File: src/sv/sdac_pkg.sv
`default_nettype none

package sdac_pkg;

	// field widths
	localparam int SAMPLE_W = 12;
	localparam int RIDX_W   = 9;
	localparam int CMD_W    = 3;
	localparam int TB_W     = 4;
	localparam int SKIP_W   = 10;
	localparam int AVGC_W   = 3;
	localparam int ACC_W    = 15;

	// stream packing
	localparam int S_TDATA_W = 24;
	localparam int M_TDATA_W = 64;

	localparam int BUFFER_DEPTH_DEF = 512;
	localparam int Q_DEPTH          = 2;
	localparam int Q_CNT_W          = 2;

	localparam logic [SAMPLE_W-1:0] SAMPLE_MAX = 12'd4095;
	localparam logic [TB_W-1:0]     TB_RESET   = 4'd15;

	// reciprocals for divide by 3 and 5, scaled by 2^17, exact for 15-bit sums
	localparam int              RECIP_SHIFT = 17;
	localparam logic [15:0]     RECIP3      = 16'd43691;
	localparam logic [15:0]     RECIP5      = 16'd26215;

	// command codes on the input stream
	localparam logic [CMD_W-1:0] CMD_SAMPLE  = 3'd0;
	localparam logic [CMD_W-1:0] CMD_PAUSE   = 3'd1;
	localparam logic [CMD_W-1:0] CMD_RESUME  = 3'd2;
	localparam logic [CMD_W-1:0] CMD_RESTART = 3'd3;
	localparam logic [CMD_W-1:0] CMD_READ    = 3'd4;

	typedef enum logic [2:0] {
		OP_SAMPLE,
		OP_PAUSE,
		OP_RESUME,
		OP_RESTART,
		OP_READ,
		OP_NOP
	} op_t;

	typedef struct packed {
		op_t                 op;
		logic [SAMPLE_W-1:0] sample;
		logic [RIDX_W-1:0]   rindex;
	} item_t;

	// averaging count per timebase
	function automatic logic [AVGC_W-1:0] avg_count(input logic [TB_W-1:0] tb);
		logic [AVGC_W-1:0] n;
		case (tb)
			4'd12:   n = 3'd4;
			4'd13:   n = 3'd3;
			4'd14:   n = 3'd2;
			4'd15:   n = 3'd1;
			default: n = 3'd5;
		endcase
		return n;
	endfunction

	// conversions skipped between taken ones, per timebase
	function automatic logic [SKIP_W-1:0] skip_count(input logic [TB_W-1:0] tb);
		logic [SKIP_W-1:0] n;
		case (tb)
			4'd0:    n = 10'd1000;
			4'd1:    n = 10'd500;
			4'd2:    n = 10'd200;
			4'd3:    n = 10'd100;
			4'd4:    n = 10'd50;
			4'd5:    n = 10'd20;
			4'd6:    n = 10'd10;
			4'd7:    n = 10'd5;
			4'd8:    n = 10'd2;
			4'd9:    n = 10'd1;
			default: n = 10'd0;
		endcase
		return n;
	endfunction

endpackage

`default_nettype wire

File: src/sv/sdac_queue.sv
`default_nettype none

module sdac_queue (
	input  wire logic                           clk,
	input  wire logic                           arst_n,
	input  wire logic                           push,
	input  wire sdac_pkg::item_t                push_item,
	input  wire logic                           pop,
	output logic                                q_valid,
	output logic                                q_full,
	output sdac_pkg::item_t                     head,
	output logic [sdac_pkg::Q_CNT_W-1:0]        q_count
);

	sdac_pkg::item_t                 entry_q [sdac_pkg::Q_DEPTH];
	logic                            wr_ptr_q;
	logic                            rd_ptr_q;
	logic [sdac_pkg::Q_CNT_W-1:0]    count_q;

	assign q_valid = (count_q != '0);
	assign q_full  = (count_q == sdac_pkg::Q_CNT_W'(sdac_pkg::Q_DEPTH));
	assign head    = entry_q[rd_ptr_q];
	assign q_count = count_q;

	// entry storage
	always_ff @(posedge clk) begin
		if (push) begin
			entry_q[wr_ptr_q] <= push_item;
		end
	end

	// pointers and fill level
	always_ff @(posedge clk or negedge arst_n) begin
		if (!arst_n) begin
			wr_ptr_q <= 1'b0;
			rd_ptr_q <= 1'b0;
			count_q  <= '0;
		end else begin
			if (push) begin
				wr_ptr_q <= !wr_ptr_q;
			end
			if (pop) begin
				rd_ptr_q <= !rd_ptr_q;
			end
			if (push && !pop) begin
				count_q <= count_q + 1'b1;
			end else if (pop && !push) begin
				count_q <= count_q - 1'b1;
			end
		end
	end

endmodule

`default_nettype wire

File: config.mk
export PLATFORM = sky130hd
export DESIGN_NAME = sdac_queue
export DESIGN_NICKNAME = d
export VERILOG_FILES = /design/src/sv/sdac_pkg.sv /design/src/sv/sdac_queue.sv
export SDC_FILE = /design/constraint.sdc
export NUM_CORES = 1
export LEC_CHECK = 0
export BUFFER_PORTS_ARGS = -buffer_cell sky130_fd_sc_hd__buf_2
export CORE_UTILIZATION = 55
export CTS_BUF_LIST = sky130_fd_sc_hd__clkbuf_4 sky130_fd_sc_hd__clkbuf_8 sky130_fd_sc_hd__clkbuf_16
export CTS_CLUSTER_DIAMETER = 200
export CTS_CLUSTER_SIZE = 10
export DETAILED_ROUTE_END_ITERATION = 16
export PLACE_DENSITY = 0.89
export SKIP_CTS_REPAIR_TIMING = 1
export SLEW_MARGIN = 10
export SYNTH_ARGS = -nofsm -noshare
export SYNTH_HDL_FRONTEND = slang
export SYNTH_SLANG_ARGS = --single-unit
File: constraint.sdc
create_clock -name clk -period 6.5 [get_ports clk]
set_clock_uncertainty 0.2 [all_clocks]
set_input_delay 0.325 -clock clk [delete_from_list [all_inputs] [get_ports clk]]
set_output_delay 0.325 -clock clk [all_outputs]
set_load 0.02 [all_outputs]
==> summary.txt <==
Floorplan
  – IO Count: 56
  – Die area: 3930 um2
  – Die Width: 62.7 um
  – Vertical extent of the die: 62.7 um
  – Core outline area: 3440 um2
  – Initial Util: 58.8%
  – Placement Rows: 21

Route
  – Detailed-routing iteration count for the pre-antenna-repair pass: 4
  – Post-Route WL: 3.13 mm
  – DR WL/cell: 15.1 um
  – Via Count: 999
  – Via-to-Cell Ratio: 4.83
  – Iter 0 DRT Violations: 23
  – Drt drc: 0
  – Antenna violation net count after detailed routing: 0

Worst setup path
  – Family of cells with the greatest summed delay on the critical path: buffers and inverters
  – Critical path arrival: 1.75 ns
  – Critical path, cell by cell: buf_4, mux2_2, buf_2
  – Kind of launch point of the worst setup path: register
  – Required @ worst endpoint: 5.97 ns
  – Biggest cell delay along the critical path: 0.51 ns
  – Crit path max fanout: 20
  – Register-to-register setup slack: 4.58 ns
  – Cell at the slowest stage of the critical path: sky130_fd_sc_hd__dfrtp_1
  – Sum of buffers and inverters on the critical path: 2
  – Worst setup path category: register to primary output
  – Element type at the critical path end: primary output

GRT
  – Maximum number of pins on one net before global-route repair: 25
  – Vias in the first global route: 972
  – Wire length of the first global-routing pass: 4.64 mm
  – Number of antenna violations at the first check in global routing: 0
  – Global Route Usage Sum: 16.8%
  – Overflow after GRT: 0

Layout
  – Fillcell total: 208
  – Fraction of final layout cells sized beyond drive strength 1: 55.9%
  – Diode insertion count for antenna repair: 0
  – Commonest cells after routing, fill and taps aside: sky130_fd_sc_hd__buf_2, sky130_fd_sc_hd__edfxtp_1, sky130_fd_sc_hd__mux2_4, sky130_fd_sc_hd__dlygate4sd3_1
  – Final core area utilization: 74.5%
  – Syn-to-layout area delta: 26.7%
  – Most frequent standard cell in the layout excluding fill and tap cells: sky130_fd_sc_hd__buf_2
  – Total area of sequential cells: 1540 um2
  – Total number of nets in the final design: 189
  – Multi-input combinational cell area: 429 um2

STA
  – Worst max-slew margin expressed relative to the limit: 20.7%
  – Final setup TNS: 0 ns
  – Final-report hold violation count: 0
  – Number of setup violations in the final report: 0
  – Worst Hold Slack: 0.0107 ns
  – Final worst-path cycle share: 35.0%
  – Worst path setup slack after routing: 4.23 ns
  – Unrepaired setup endpoints after global routing: no
  – Number of slew-limit violations in the final report: 0
  – Crit path time final: 2.27 ns
  – Pin slew with the least headroom to its limit: 1.18 ns
  – Achievable clock frequency: 440 MHz

Clock tree
  – Root Driver: sky130_fd_sc_hd__clkbuf_8
  – Maximum buffer depth of the clock tree: 2
  – Worst skew pair latency: 0.30 ns
  – H-tree depth: 2
  – Number of buffers inserted during clock tree synthesis: 5
  – CTS tree: yes
  – CTS sink cnt: 52
  – Clock transition at the register clock pins on the worst setup and hold paths after CTS: 0.09 ns

Power
  – Net switching power: 0.345 mW
  – Fraction of power spent switching nets: 29.7%
  – Clock share of power: 25.1%
  – Logic pwr share: 33.5%
  – Register share of total power: 41.5%
  – Total Power Consumption: 1.16 mW
  – Power per unit of standard cell area: 453 nW/um2
  – Worst IR Drop VDD: 0.332 mV
  – Cell leakage power: 1.06 nW
  – Internal Power: 0.815 mW

Place
  – Pre-CTS setup slack: 4.47 ns
  – Buffers on Ports: 55
  – GP Congestion: 0.647
  – Detail Placement HPWL: 2.06 mm

Yosys
  – Count of mapped cells out of synthesis: 91
  – Avg Inst Size Synth: 22.2 um2
  – Number of warnings issued by yosys: 0
  – Combined area of all synthesized cells: 2020 um2
  – Sequential share of the synthesized area: 76.2%
  – Number of nets produced by synthesis: 120
  – Total of flip-flops plus latches after synthesis: 52
  – Distinct cells, synth: 14

Run status
  – Outcome: completed

Flow run
  – Max-cap violations: 0

Hold path
  – Hold/Removal Path Class: input pin to register
==> logic make-up (layout without fill, tap and decap cells) <==
family	after synthesis	count (layout)	share of synthesized area [%]
simple gates	5	5	1.42
fa+ha+maj	1	1	0.618
xor+xnor	5	5	2.16
mux	24	24	16.9
buf+inv	4	74	2.72
flops	52	52	76.2
==> state kept, by name, indices dropped and copies added (netlist names) <==
signal	count
q_count	2
entry_q	48
rd_ptr_q	1
wr_ptr_q	1
==> power by group through the flow <==
stage / logic (mW) / registers, mW / clock network, mW
2_1_floorplan: 0.315 / 0.482 / 0
3_3_place_gp: 0.381 / 0.484 / 0
3_5_place_dp: 0.389 / 0.490 / 0
4_1_cts: 0.390 / 0.482 / 0.295
5_1_grt: 0.412 / 0.488 / 0.310
6_report: 0.388 / 0.481 / 0.291
==> final timing paths <==
path / startpoint / cells after the start / endpoint
setup / recovery: rd_ptr_q / 3 / head[23]
hold / removal: push_item[20] / 1 / entry_q[1][20]
setup reg to reg: wr_ptr_q / 1 / entry_q[0][22]
hold reg to reg: wr_ptr_q / 1 / wr_ptr_q
max in group asynchronous: arst_n / 2 / q_count[0]
min in group asynchronous: arst_n / 2 / rd_ptr_q
==> synth_stat cells <==
| cell type | number | area, um2 |
|---|---|---|
| sky130_fd_sc_hd__nor2_1 | 1 | 3.75 |
| sky130_fd_sc_hd__buf_12 | 2 | 40.0 |
| sky130_fd_sc_hd__mux2_2 | 5 | 56.3 |
| sky130_fd_sc_hd__inv_1 | 1 | 3.75 |
| sky130_fd_sc_hd__buf_6 | 1 | 11.3 |
| sky130_fd_sc_hd__mux2_4 | 19 | 285 |
| sky130_fd_sc_hd__dfrtp_1 | 4 | 100 |
| sky130_fd_sc_hd__or2_2 | 1 | 6.26 |
| sky130_fd_sc_hd__ha_1 | 1 | 12.5 |
| sky130_fd_sc_hd__nor2b_1 | 2 | 12.5 |
| sky130_fd_sc_hd__xnor2_1 | 1 | 8.76 |
| sky130_fd_sc_hd__edfxtp_1 | 48 | 1440 |
| sky130_fd_sc_hd__and2_1 | 1 | 6.26 |
| sky130_fd_sc_hd__xor2_1 | 4 | 35.0 |
==> per-stage QoR <==
step / instances / cell area [um2]
CTS: 198 / 2470
global route: 207 / 2560
global placement: 190 / 2310
finish: 207 / 2560
detailed placement: 190 / 2310
floorplan: 91 / 2020
==> routing by layer <==
| metal | wire length [um] | vias to the layer above | share of wire (%) | track usage [%] |
|---|---|---|---|---|
| li1 | - | 482 | - | - |
| met1 | 1210 | 471 | 39 | 19.0 |
| met2 | 1710 | 39 | 55 | 28.8 |
| met3 | 165 | 7 | 5.3 | 6.02 |
| met4 | 43 | 0 | 1.4 | 6.98 |
| met5 | 0 | - | 0 | 0 |
==> cell type report <==
| cell class | count | share of cell area, % |
|---|---|---|
| clock buffers | 5 | 2.68 |
| clock inverters | 3 | 3.51 |
| inverters | 1 | 0.146 |
| multi-input cells | 35 | 16.7 |
| flip-flops and latches | 52 | 60.1 |
| well taps | 46 | 2.24 |
| repair buffers | 65 | 14.5 |
No activity file was read; power rests on OpenSTA's default activity.
